**src/mmf_pkg.sv**
```systemverilog
// shared types and constants of the moving median filter
`default_nettype none

package mmf_pkg;

    // configuration port
    localparam int APB_ADDR_W = 3;
    localparam int APB_DATA_W = 32;
    localparam int CFG_W      = 5;

    // register map, word index taken from paddr above the byte offset
    localparam logic REG_WINDOW_LEN = 1'b0;

    localparam logic [CFG_W-1:0] WINDOW_LEN_RESET = 5'd15;

    // control broadcast from the top level to every cell of the sorted row
    typedef struct packed {
        logic load;     // a sample beat is taken in this cycle
        logic restart;  // window empties before the new sample goes in
        logic full;     // window holds window_len samples, oldest leaves
    } t_cell_ctl;

endpackage

`default_nettype wire

```
**src/moving_median_filter.sv**
```systemverilog
// moving median filter top level: sorted cell row, control and register port
//
// Input channel i_valid / o_ready carries i_sample and i_block_start; output
// channel o_valid / i_ready carries o_median. Every accepted sample beat gives
// exactly one result beat: the median of the newest window_len samples seen
// since the last block start (fewer while the window fills).
// Samples live in a row of MAX_WINDOW cells kept in ascending order. In the
// cycle a beat is taken, the row drops the oldest entry once full, makes room
// for the new sample and ages each entry in one neighbour-to-neighbour step.
// Throughput is one beat per cycle unless i_ready stalls the output. After the
// edge that accepts a sample, its middle pair is picked out of the row into a
// register, then averaged into the output register that drives o_median.
// When a result beat waits with i_ready low the whole pipe holds, the result
// stays on o_median and o_ready drops; o_ready is high whenever the output
// register is empty.
// Reset empties the window and the pipe and sets window_len to 15. Writing
// window_len over the register port (byte address 0) also empties the window.
// Values 0 and above MAX_WINDOW act as 1 and MAX_WINDOW.
`default_nettype none

module moving_median_filter #(
    parameter int MAX_WINDOW  = 16,
    parameter int SAMPLE_BITS = 19
) (
    input  wire                                i_clk,
    input  wire                                i_rst_n,
    // sample beats
    input  wire                                i_valid,
    output logic                               o_ready,
    input  wire signed [SAMPLE_BITS-1:0]       i_sample,
    input  wire                                i_block_start,
    // result beats
    output logic                               o_valid,
    input  wire                                i_ready,
    output logic signed [SAMPLE_BITS-1:0]      o_median,
    // register port
    input  wire                                psel,
    input  wire                                penable,
    input  wire                                pwrite,
    input  wire        [mmf_pkg::APB_ADDR_W-1:0] paddr,
    input  wire        [mmf_pkg::APB_DATA_W-1:0] pwdata,
    output logic       [mmf_pkg::APB_DATA_W-1:0] prdata,
    output logic                               pready
);
    import mmf_pkg::*;

    localparam int CNT_W = $clog2(MAX_WINDOW + 1);
    localparam int AGE_W = (MAX_WINDOW > 1) ? $clog2(MAX_WINDOW) : 1;

    logic [CFG_W-1:0] r_len;
    logic [CNT_W-1:0] r_fill;
    logic [CNT_W-1:0] n_fill;
    logic [CNT_W-1:0] len_eff;
    logic [AGE_W-1:0] age_last;
    logic [AGE_W-1:0] half;
    logic [AGE_W-1:0] lo_idx;
    logic             odd;
    logic             full;
    logic             adv;
    logic             accept;
    logic             cfg_wr;
    logic             r_v1;
    logic             r_v2;
    logic             r_v3;
    t_cell_ctl        ctl;

    logic signed [SAMPLE_BITS-1:0]           cell_value [MAX_WINDOW];
    logic        [AGE_W-1:0]                 cell_age   [MAX_WINDOW];
    logic                                    cell_up    [MAX_WINDOW];
    logic                                    cell_down  [MAX_WINDOW];
    logic                                    cell_evb   [MAX_WINDOW];
    logic        [MAX_WINDOW-1:0][SAMPLE_BITS-1:0] lo_vals;
    logic        [MAX_WINDOW-1:0][SAMPLE_BITS-1:0] hi_vals;

    // register port
    assign pready = 1'b1;
    assign cfg_wr = psel && penable && pwrite && pready
                    && (paddr[APB_ADDR_W-1:2] == REG_WINDOW_LEN);

    always_comb begin
        if (paddr[APB_ADDR_W-1:2] == REG_WINDOW_LEN) begin
            prdata = {{(APB_DATA_W-CFG_W){1'b0}}, r_len};
        end else begin
            prdata = '0;
        end
    end

    // effective window length
    always_comb begin
        if (r_len == '0) begin
            len_eff = CNT_W'(1);
        end else if (int'(r_len) > MAX_WINDOW) begin
            len_eff = CNT_W'(MAX_WINDOW);
        end else begin
            len_eff = CNT_W'(r_len);
        end
        age_last = AGE_W'(len_eff - 1'b1);
    end

    // handshake and pipe advance
    assign adv     = !r_v3 || i_ready;
    assign o_ready = adv;
    assign accept  = i_valid && adv;
    assign o_valid = r_v3;

    // fill count after the new sample
    always_comb begin
        full = (r_fill == len_eff);
        if (i_block_start) begin
            n_fill = CNT_W'(1);
        end else if (full) begin
            n_fill = r_fill;
        end else begin
            n_fill = r_fill + 1'b1;
        end
        ctl.load    = accept;
        ctl.restart = i_block_start;
        ctl.full    = full && !i_block_start;
    end

    always_ff @(posedge i_clk) begin
        if (!i_rst_n) begin
            r_len  <= WINDOW_LEN_RESET;
            r_fill <= '0;
            r_v1   <= 1'b0;
            r_v2   <= 1'b0;
            r_v3   <= 1'b0;
        end else begin
            if (cfg_wr) begin
                r_len  <= pwdata[CFG_W-1:0];
                r_fill <= '0;
            end else if (accept) begin
                r_fill <= n_fill;
            end
            if (adv) begin
                r_v1 <= accept;
                r_v2 <= r_v1;
                r_v3 <= r_v2;
            end
        end
    end

    // middle pair positions for the count now held in the row
    always_comb begin
        half   = AGE_W'(r_fill >> 1);
        odd    = r_fill[0];
        lo_idx = odd ? half : half - 1'b1;
    end

    // sorted row of cells
    for (genvar g = 0; g < MAX_WINDOW; g++) begin : g_cell
        logic signed [SAMPLE_BITS-1:0] left_value;
        logic        [AGE_W-1:0]       left_age;
        logic                          left_up;
        logic                          left_evb;
        logic signed [SAMPLE_BITS-1:0] right_value;
        logic        [AGE_W-1:0]       right_age;
        logic                          right_down;

        if (g == 0) begin : g_first
            assign left_value = '0;
            assign left_age   = '0;
            assign left_up    = 1'b0;
            assign left_evb   = 1'b0;
        end else begin : g_inner_l
            assign left_value = cell_value[g-1];
            assign left_age   = cell_age[g-1];
            assign left_up    = cell_up[g-1];
            assign left_evb   = cell_evb[g-1];
        end

        if (g == MAX_WINDOW - 1) begin : g_last
            assign right_value = '0;
            assign right_age   = '0;
            assign right_down  = 1'b0;
        end else begin : g_inner_r
            assign right_value = cell_value[g+1];
            assign right_age   = cell_age[g+1];
            assign right_down  = cell_down[g+1];
        end

        mmf_cell #(
            .IDX    (g),
            .DATA_W (SAMPLE_BITS),
            .AGE_W  (AGE_W),
            .CNT_W  (CNT_W)
        ) u_cell (
            .i_clk         (i_clk),
            .i_ctl         (ctl),
            .i_sample      (i_sample),
            .i_fill        (r_fill),
            .i_age_last    (age_last),
            .i_lo_idx      (lo_idx),
            .i_hi_idx      (half),
            .i_left_value  (left_value),
            .i_left_age    (left_age),
            .i_left_up     (left_up),
            .i_right_value (right_value),
            .i_right_age   (right_age),
            .i_right_down  (right_down),
            .i_evb         (left_evb),
            .o_value       (cell_value[g]),
            .o_age         (cell_age[g]),
            .o_up          (cell_up[g]),
            .o_down        (cell_down[g]),
            .o_evb         (cell_evb[g]),
            .o_lo_value    (lo_vals[g]),
            .o_hi_value    (hi_vals[g])
        );
    end

    // middle pair and average
    mmf_median #(
        .DATA_W (SAMPLE_BITS),
        .N      (MAX_WINDOW)
    ) u_median (
        .i_clk     (i_clk),
        .i_adv     (adv),
        .i_odd     (odd),
        .i_lo_vals (lo_vals),
        .i_hi_vals (hi_vals),
        .o_median  (o_median)
    );

endmodule

`default_nettype wire

```
**src/mmf_cell.sv**
```systemverilog
// one cell of the sorted sample row: holds a value and its age
`default_nettype none

module mmf_cell #(
    parameter int IDX    = 0,
    parameter int DATA_W = 19,
    parameter int AGE_W  = 4,
    parameter int CNT_W  = 5
) (
    input  wire                      i_clk,
    input  wire mmf_pkg::t_cell_ctl  i_ctl,
    input  wire signed [DATA_W-1:0]  i_sample,
    input  wire        [CNT_W-1:0]   i_fill,
    input  wire        [AGE_W-1:0]   i_age_last,
    input  wire        [AGE_W-1:0]   i_lo_idx,
    input  wire        [AGE_W-1:0]   i_hi_idx,
    // lower neighbour
    input  wire signed [DATA_W-1:0]  i_left_value,
    input  wire        [AGE_W-1:0]   i_left_age,
    input  wire                      i_left_up,
    // upper neighbour
    input  wire signed [DATA_W-1:0]  i_right_value,
    input  wire        [AGE_W-1:0]   i_right_age,
    input  wire                      i_right_down,
    // an eviction happened in a lower cell
    input  wire                      i_evb,
    output logic signed [DATA_W-1:0] o_value,
    output logic        [AGE_W-1:0]  o_age,
    output logic                     o_up,
    output logic                     o_down,
    output logic                     o_evb,
    output logic signed [DATA_W-1:0] o_lo_value,
    output logic signed [DATA_W-1:0] o_hi_value
);
    import mmf_pkg::*;

    logic signed [DATA_W-1:0] r_value;
    logic        [AGE_W-1:0]  r_age;
    logic signed [DATA_W-1:0] n_value;
    logic        [AGE_W-1:0]  n_age;
    logic                     occ;
    logic                     ev;
    logic                     kept;
    logic                     le;
    logic                     stay;

    // local view of the row: occupied, leaving, below the new sample
    always_comb begin
        occ  = (CNT_W'(IDX) < i_fill) && !i_ctl.restart;
        ev   = occ && i_ctl.full && (r_age == i_age_last);
        kept = occ && !ev;
        le   = (r_value <= i_sample);
        stay = kept && (le ^ i_evb);
    end

    // a kept entry moves up past the new sample, down past the evicted one
    assign o_evb  = i_evb | ev;
    assign o_up   = kept && !le && !i_evb;
    assign o_down = kept && le && i_evb;

    // next content: own entry, a neighbour's entry or the new sample
    always_comb begin
        if (stay) begin
            n_value = r_value;
            n_age   = r_age + 1'b1;
        end else if (i_left_up) begin
            n_value = i_left_value;
            n_age   = i_left_age + 1'b1;
        end else if (i_right_down) begin
            n_value = i_right_value;
            n_age   = i_right_age + 1'b1;
        end else begin
            n_value = i_sample;
            n_age   = '0;
        end
    end

    always_ff @(posedge i_clk) begin
        if (i_ctl.load) begin
            r_value <= n_value;
            r_age   <= n_age;
        end
    end

    assign o_value = r_value;
    assign o_age   = r_age;

    // middle pair taps, zero unless this cell is selected
    assign o_lo_value = (AGE_W'(IDX) == i_lo_idx) ? r_value : '0;
    assign o_hi_value = (AGE_W'(IDX) == i_hi_idx) ? r_value : '0;

endmodule

`default_nettype wire

```
**src/mmf_median.sv**
```systemverilog
// middle pair collection and averaging stages
`default_nettype none

module mmf_median #(
    parameter int DATA_W = 19,
    parameter int N      = 16
) (
    input  wire                             i_clk,
    input  wire                             i_adv,
    input  wire                             i_odd,
    input  wire        [N-1:0][DATA_W-1:0]  i_lo_vals,
    input  wire        [N-1:0][DATA_W-1:0]  i_hi_vals,
    output logic signed [DATA_W-1:0]        o_median
);
    import mmf_pkg::*;

    logic        [DATA_W-1:0] lo_or;
    logic        [DATA_W-1:0] hi_or;
    logic signed [DATA_W-1:0] r_lo;
    logic signed [DATA_W-1:0] r_hi;
    logic                     r_odd;
    logic signed [DATA_W:0]   sum;
    logic signed [DATA_W:0]   sum_adj;
    logic signed [DATA_W-1:0] n_median;
    logic signed [DATA_W-1:0] r_median;

    // only one cell drives each tap, so an or over the row selects it
    always_comb begin
        lo_or = '0;
        hi_or = '0;
        for (int k = 0; k < N; k++) begin
            lo_or = lo_or | i_lo_vals[k];
            hi_or = hi_or | i_hi_vals[k];
        end
    end

    always_ff @(posedge i_clk) begin
        if (i_adv) begin
            r_lo  <= signed'(lo_or);
            r_hi  <= signed'(hi_or);
            r_odd <= i_odd;
        end
    end

    // even count: halve the pair sum, rounding toward zero
    always_comb begin
        sum      = {r_lo[DATA_W-1], r_lo} + {r_hi[DATA_W-1], r_hi};
        sum_adj  = sum + {{DATA_W{1'b0}}, sum[DATA_W]};
        n_median = r_odd ? r_hi : sum_adj[DATA_W:1];
    end

    always_ff @(posedge i_clk) begin
        if (i_adv) begin
            r_median <= n_median;
        end
    end

    assign o_median = r_median;

endmodule

`default_nettype wire

```
**config.mk**
```make
export PLATFORM = sky130hd
export DESIGN_NAME = moving_median_filter
export DESIGN_NICKNAME = d
export VERILOG_FILES = /design/src/mmf_pkg.sv /design/src/moving_median_filter.sv /design/src/mmf_cell.sv /design/src/mmf_median.sv
export SDC_FILE = /design/constraint.sdc
export NUM_CORES = 2
export LEC_CHECK = 0
export ABC_CLOCK_PERIOD_IN_PS = 5300
export BUFFER_PORTS_ARGS = -buffer_cell sky130_fd_sc_hd__buf_4
export CAP_MARGIN = 10
export CORE_MARGIN = 3
export CORE_UTILIZATION = 40
export DETAILED_ROUTE_END_ITERATION = 12
export GPL_ROUTABILITY_DRIVEN = 1
export GPL_TIMING_DRIVEN = 0
export PLACE_DENSITY_LB_ADDON = 0.1
export RECOVER_POWER = 50
export SLEW_MARGIN = 10
export SYNTH_ARGS = -nofsm -noshare
export SYNTH_HDL_FRONTEND = slang
export SYNTH_SLANG_ARGS = --single-unit
```
**constraint.sdc**
```tcl
create_clock -name i_clk -period 5.3 [get_ports i_clk]
set_clock_uncertainty 0.05 [all_clocks]
set_input_delay 0.265 -clock i_clk [delete_from_list [all_inputs] [get_ports i_clk]]
set_output_delay 0.265 -clock i_clk [all_outputs]
set_load 0.05 [all_outputs]
```
* Word level (Yosys, flattened, before mapping) *
Cells that the tools add are included.
W data, S select, Z words.

word-level totals
  bits in registers = 439
  input port bits = 62
  output and inout port bits = 54
  word-level logic and storage cells = 547

cells by class
  add/sub/neg operators = 21
  $lt $le $gt $ge = 33
  eq/ne operators = 48
  multiplexer cells = 115
  bitwise operators = 77
  reduce and logical (&&, ||, !) cells = 212

operator list
  kind                   count
  $mux W19               63
  $or A19 B19 Y19        30
  $le A19 B19 Y1         16
  $mux W4                47
  $logic_and A1 B1 Y1    144
  $add A4 B1 Y4 const B  16
  $eq A4 B4 Y1           16
  $eq A4 B4 Y1 const A   16
  $logic_not A1 Y1       46
  $lt A4 B5 Y1 const A   8
  $reduce_and A2 Y1      17
  $eq A3 B4 Y1 const A   8
  $mux W5                5
  $add A19 B19 Y20       1
  $add A20 B1 Y20        1
  $lt A3 B5 Y1 const A   4
  $not A1 Y1             18
  $eq A2 B4 Y1 const A   4
  $xor A1 B1 Y1          15
  $or A1 B1 Y1           14
  $lt A1 B5 Y1 const A   2
  $lt A2 B5 Y1 const A   2
  $eq A1 B4 Y1 const A   2
  $logic_not A4 Y1       2
  8 further kinds        9

* Longest topological paths before layout *
  word-level depth = 25
  depth in mapped cells = 20
  gate-level depth less buffers = 13

* Cells and area by module *
From an unflattened synthesis, not the netlist that was laid out.

unflattened totals
  cells, all modules = 4388
  area, all modules = 40083.4 um^2

by module, submodules not included
  module                         instances  cells an instance  area an instance (um^2)  seq. area each (um^2)
  mmf_median                     1          479                4588.2                   1741.7
  mmf_cell at g_cell[10].u_cell  1          238                2180.8                   690.7
  mmf_cell at g_cell[4].u_cell   1          236                2162.1                   690.7
  mmf_cell at g_cell[13].u_cell  1          235                2154.6                   690.7
  mmf_cell at g_cell[15].u_cell  1          237                2154.6                   690.7
  mmf_cell at g_cell[9].u_cell   1          235                2153.3                   690.7
  mmf_cell at g_cell[5].u_cell   1          233                2148.3                   690.7
  mmf_cell at g_cell[14].u_cell  1          239                2147.1                   690.7
  mmf_cell at g_cell[1].u_cell   1          233                2144.6                   690.7
  mmf_cell at g_cell[11].u_cell  1          237                2143.3                   690.7
  mmf_cell at g_cell[12].u_cell  1          238                2142.1                   690.7
  mmf_cell at g_cell[7].u_cell   1          237                2142.1                   690.7
  mmf_cell at g_cell[6].u_cell   1          237                2139.6                   690.7
  mmf_cell at g_cell[8].u_cell   1          236                2137.0                   690.7
  +4 rows                        -          -                  -                        -

* Worst setup path before layout *
Ideal clock, no wire load.

  path kind = register to register
  start point = register r_v3 (netlist: o_valid)
  end point = register g_cell[0].u_cell.r_value[0], enable pin
  setup time = 0.377 ns
  data arrival time = 4.614 ns
  required time = 4.873 ns
  slack = 0.259 ns
  cell stages (with the launch flop) = 6
  path buffers = 0
  period minus slack after synthesis = 5.041 ns
  cells stage by stage = dfxtp_1 -> nor2b_1 -> inv_1 -> nand2_1 -> inv_1 -> and2_1

on the way
  word-level cells in the longest chain between the ends = 4

RTL lines
  item                         line                         text
  start, declared              moving_median_filter.sv:64   logic r_v3;
  start signal, assigned       moving_median_filter.sv:138  r_v3 <= r_v2;
  $logic_not A1 Y1             moving_median_filter.sv:101  assign adv = !r_v3 || i_ready;
  $logic_or A1 B1 Y1           moving_median_filter.sv:101
  net o_ready                  moving_median_filter.sv:29   output logic o_ready,
  $logic_and A1 B1 Y1          moving_median_filter.sv:103  assign accept = i_valid && adv;
  net accept                   moving_median_filter.sv:60   logic accept;
  $reduce_and A2 Y1 (no line)  -
  end signal, assigned         mmf_cell.sv:80               r_value <= n_value;
  end, declared                mmf_cell.sv:37               logic signed [DATA_W-1:0] r_value;

The timed path passes the listed nets, and every way through them passes these cells.
A chain may end at the register's enable or synchronous reset.

* Final worst setup path *
  start point = register r_fill[2]
  end point = register g_cell[1].u_cell.r_value[8], data pin

on the way
  word-level cells in the longest chain between the ends = 10
  elaborated cells on any way between the ends = 24
  classes of those cells = order compare (3); eq/ne (1); mux (2); bitwise (1); reduce/logical (17)

RTL lines
  item                                          line                                         text
  start, declared                               moving_median_filter.sv:51                   logic [CNT_W-1:0] r_fill;
  start signal, assigned                        moving_median_filter.sv:133                  r_fill <= n_fill;
  $lt A2 B5 Y1 or $eq A5 B5 Y1 (tied branches)  mmf_cell.sv:49, moving_median_filter.sv:108
  $logic_and A1 B1 Y1 (on tied branches)        mmf_cell.sv:49, moving_median_filter.sv:118
  $logic_and A1 B1 Y1 (2 in series)             mmf_cell.sv:50                               ev = occ && i_ctl.full && (r_age == i_age_last);
  $logic_not A1 Y1                              mmf_cell.sv:51                               kept = occ && !ev;
  $logic_and A1 B1 Y1                           mmf_cell.sv:51
  $logic_and A1 B1 Y1 (2 in series)             mmf_cell.sv:59                               assign o_down = kept && le && i_evb;
  $mux W19                                      mmf_cell.sv:69                               end else if (i_right_down) begin
  $mux W19 *                                    mmf_cell.sv:66                               end else if (i_left_up) begin
  end signal, assigned                          mmf_cell.sv:80
  end, declared                                 mmf_cell.sv:37

Mark *: on every way between the ends. The rest lies on a longest branch, timed or not.

==> results.toml <==
[outcome]
outcome = "complete, but fails checks"
violations = "max-capacitance violations, max-slew violations"

[drt]
vias_per_cell = 6.50
wl_per_cell_um = 32.4
drc = 0
vias = 32600
dr.pass1.iters = 9
ant_nets = 0
first_iter_violations = 4345
wl_um = 162000

[finish]
syn_to_final_growth_pct = 11.9
drive_gt1_share_pct = 8.08
n_fill_cell = 8531
finalNonFillerCells = 5007
fin_area_um2 = 39300
final_nets = 4216

[global_routing]
grt_pass1_wl_um = 227000
globalRouteOverflowTotal = 0
track_usage_pct = 34.7
grt_pass1_vias = 31400
grt_max_degree = 62
antenna_found_initial = 6

[clock_tree]
cts_tree = "built"
clk_pin_slew_ns = 0.06
cts_root_buf = "clkbuf_16"
numClockSinks = 439
cts_buffers = 56
clock_latency_ns = 0.65
htree_num_levels = 2
cts_max_path_buffers = 3

[critical_path]
worstPathCellList = "clkbuf_1 -> and4bb_2 -> a31oi_1 -> o21ai_0 -> nor2b_1 -> clkbuf_1 -> clkbuf_2 -> nand2_1 -> nand2_1 -> a211o_1 -> clkbuf_1 -> clkbuf_1 -> a21oi_1"
start_kind = "register"
arrival_ns = 5.41
crit_required_ns = 5.61
critPathKind = "reg -> reg"
end_kind = "register"
cpPeakStageDelay_ns = 0.65
cp_common_cell = "clkbuf_1"
path_max_fanout = 10
cp_slowest_cell = "clkbuf_1"

[die]
start_util_pct = 40.4
die_w_um = 302
ios = 116
fp.dieH_um = 302
core_um2 = 87000
dieArea_um2 = 91500
fp-row-count = 108

[logic_synthesis]
syn_inst = 3637
synthArstFlopShare_pct = 0
ys_top_cells_by_area = "edfxtp_1 (36%), ha_1 (12%), mux2i_1 (7.7%), nand2_1 (4.1%), o21ai_0 (3.9%)"
yosysMostFrequentCell = "edfxtp_1"
synth_top_area_share_pct = 36.4
synth_edf_count = 426
ys_seq_area_share_pct = 37.1
ys_types = 85
avgSynthCellArea_um2 = 9.67
ys_seq_elements = 439
ys_warn_count = 0
synth_ff_type = "edfxtp_1"
netlist_area_um2 = 35200
synth_commonest_cells = "edfxtp_1 (426), nand2_1 (387), ha_1 (347)"
synth_top_area_cell = "edfxtp_1"

[sta]
setup_violations = 0
min_period_over_period_pct = 96.2
final.setup.tns_ns = 0
tightest_slew_ns = 1.54
finalMaxSlewViolations = 55
hold_slack_ns = 0.0203
finalHoldViolations = 0
max_slew_margin_pct = -2.34
fmax_mhz = 196
final.min_clock_period_ns = 5.10

[placed_design]
dp_cells = 4892
placed_area_um2 = 37400
io_buffers = 57
place_congestion = 1.02
hpwl_um = 132000

[power]
peakVddDrop_mv = 0.314
p_leak_nw = 15.5
total_power_mw = 11.4
p_per_area_nw_per_um2 = 290

[hold_path]
hold_class = "in -> reg"

[job]
cap_violations = 1
-- cell families after synthesis --
| group | synth area share [%] |
|---|---|
| compound gates | 19.7 |
| mux | 8.97 |
| other cells | 0.0214 |
| fa+ha+maj | 12.4 |
| simple gates | 14.1 |
| xor+xnor | 3.82 |
| flops | 37.1 |
| buf+inv | 3.95 |
-- worst paths after layout --
| kind | from | to | slack [ns] | cells after the start |
|---|---|---|---|---|
| worst max register to register | r_fill[2]$_SDFFE_PP0P_ | g_cell[1].u_cell.o_value[8]$_DFFE_PP_ | 0.20 | 13 |
| worst max-delay path | r_fill[2]$_SDFFE_PP0P_ | g_cell[1].u_cell.o_value[8]$_DFFE_PP_ | 0.20 | 13 |
| worst min register to register | r_v2$_SDFFE_PN0N_ | r_v2$_SDFFE_PN0N_ | 0.42 | 2 |
| worst min-delay path | i_rst_n | r_len[3]$_SDFFE_PN1P_ | 0.02 | 2 |
-- area by class of cell --
class,count,area [µm²],area share (%)
Buffer,228,1090,2.78
Antenna cell,1,2.50,0.00636
Timing Repair Buffer,87,656,1.67
Sequential cell,439,13100,33.2
Tap cell,1155,1450,3.67
Clock inverter,29,268,0.681
Clock buffer,74,1550,3.95
Multi-Input combinational cell,2911,20900,53.3
Inverter,83,315,0.802
-- flip-flops by register name, indices dropped and copies added, names as in the netlist --
name / count
r_v2: 1
u_median.o_median: 19
g_cell.u_cell.o_value: 304
r_v1: 1
g_cell.u_cell.o_age: 64
o_valid: 1
r_len: 5
u_median.r_odd: 1
u_median.r_lo: 19
u_median.r_hi: 19
r_fill: 5
-- power breakdown --
group | total (mW) | leakage (nW) | switching [mW] | internal [mW]
sequential | 4.67 | 4.35 | 0.454 | 4.22
clock | 3.93 | 0.898 | 1.64 | 2.28
combinational | 2.79 | 10.3 | 1.87 | 0.924
-- cells in the final DEF, fill, tap and decap left out, types with 19 or more instances in the layout --
master | Yosys | final
a211oi_1 | 19 | 19
a21o_1 | 36 | 36
a21oi_1 | 212 | 208
a221oi_1 | 100 | 100
a222oi_1 | 22 | 22
a22o_1 | 96 | 96
a22oi_1 | 74 | 74
a31oi_1 | 46 | 46
and2_1 | 28 | 22
buf_2 | 35 | 31
buf_4 | 35 | 74
clkbuf_1 | 143 | 176
clkbuf_16 | 0 | 58
conb_1 | 2 | 28
edfxtp_1 | 426 | 426
ha_1 | 347 | 346
inv_1 | 83 | 81
mux2_2 | 40 | 40
mux2i_1 | 270 | 270
nand2_1 | 387 | 387
nand3_1 | 58 | 58
nand4_1 | 95 | 95
nor2_1 | 259 | 243
nor2b_1 | 47 | 47
nor3_1 | 43 | 40
o211ai_1 | 19 | 19
o21a_1 | 21 | 21
o21ai_0 | 277 | 276
xnor2_1 | 84 | 84
xor2_1 | 61 | 61
-- timing repair --
item | in CTS | in global routing
setup buffers | 5 | 2
resized for setup | 19 | 15
pin swaps | 2 | 1
setup endpoints to repair | 400 | 451
cloned | 0 | 0
endpoints found under the hold margin | 8 | 0
hold buffers | 6 | 0
-- layer usage --
layer  vias to the layer above  global-route usage, %  share of wire, %
met5                         -                      0                 0
met3                       413                   7.96               9.8
li1                      14300                      -                 -
met4                         0                   15.5               5.3
met2                      1789                   54.4                44
met1                     16000                   45.7                41
-- metrics by stage --
| stage | setup slack (ns) | util, % |
|---|---|---|
| global placement | -1.85 | 42.7 |
| finish | 0.201 | 45.2 |
| CTS | 0.0320 | 45.3 |
| detailed placement | -1.01 | 43.0 |
| floorplan | 0.259 | - |
| global route | -0.00285 | 45.2 |
-- critical path: cells and delay by family (launching register included) --
kind / cells / cell delay, ns
DFF: 1 / 0.36
buffers and inverters: 5 / 2.39
AOI/OAI and AO/OA: 4 / 0.77
and+or+nand+nor: 4 / 1.19
No activity file was read; power rests on OpenSTA's default activity.
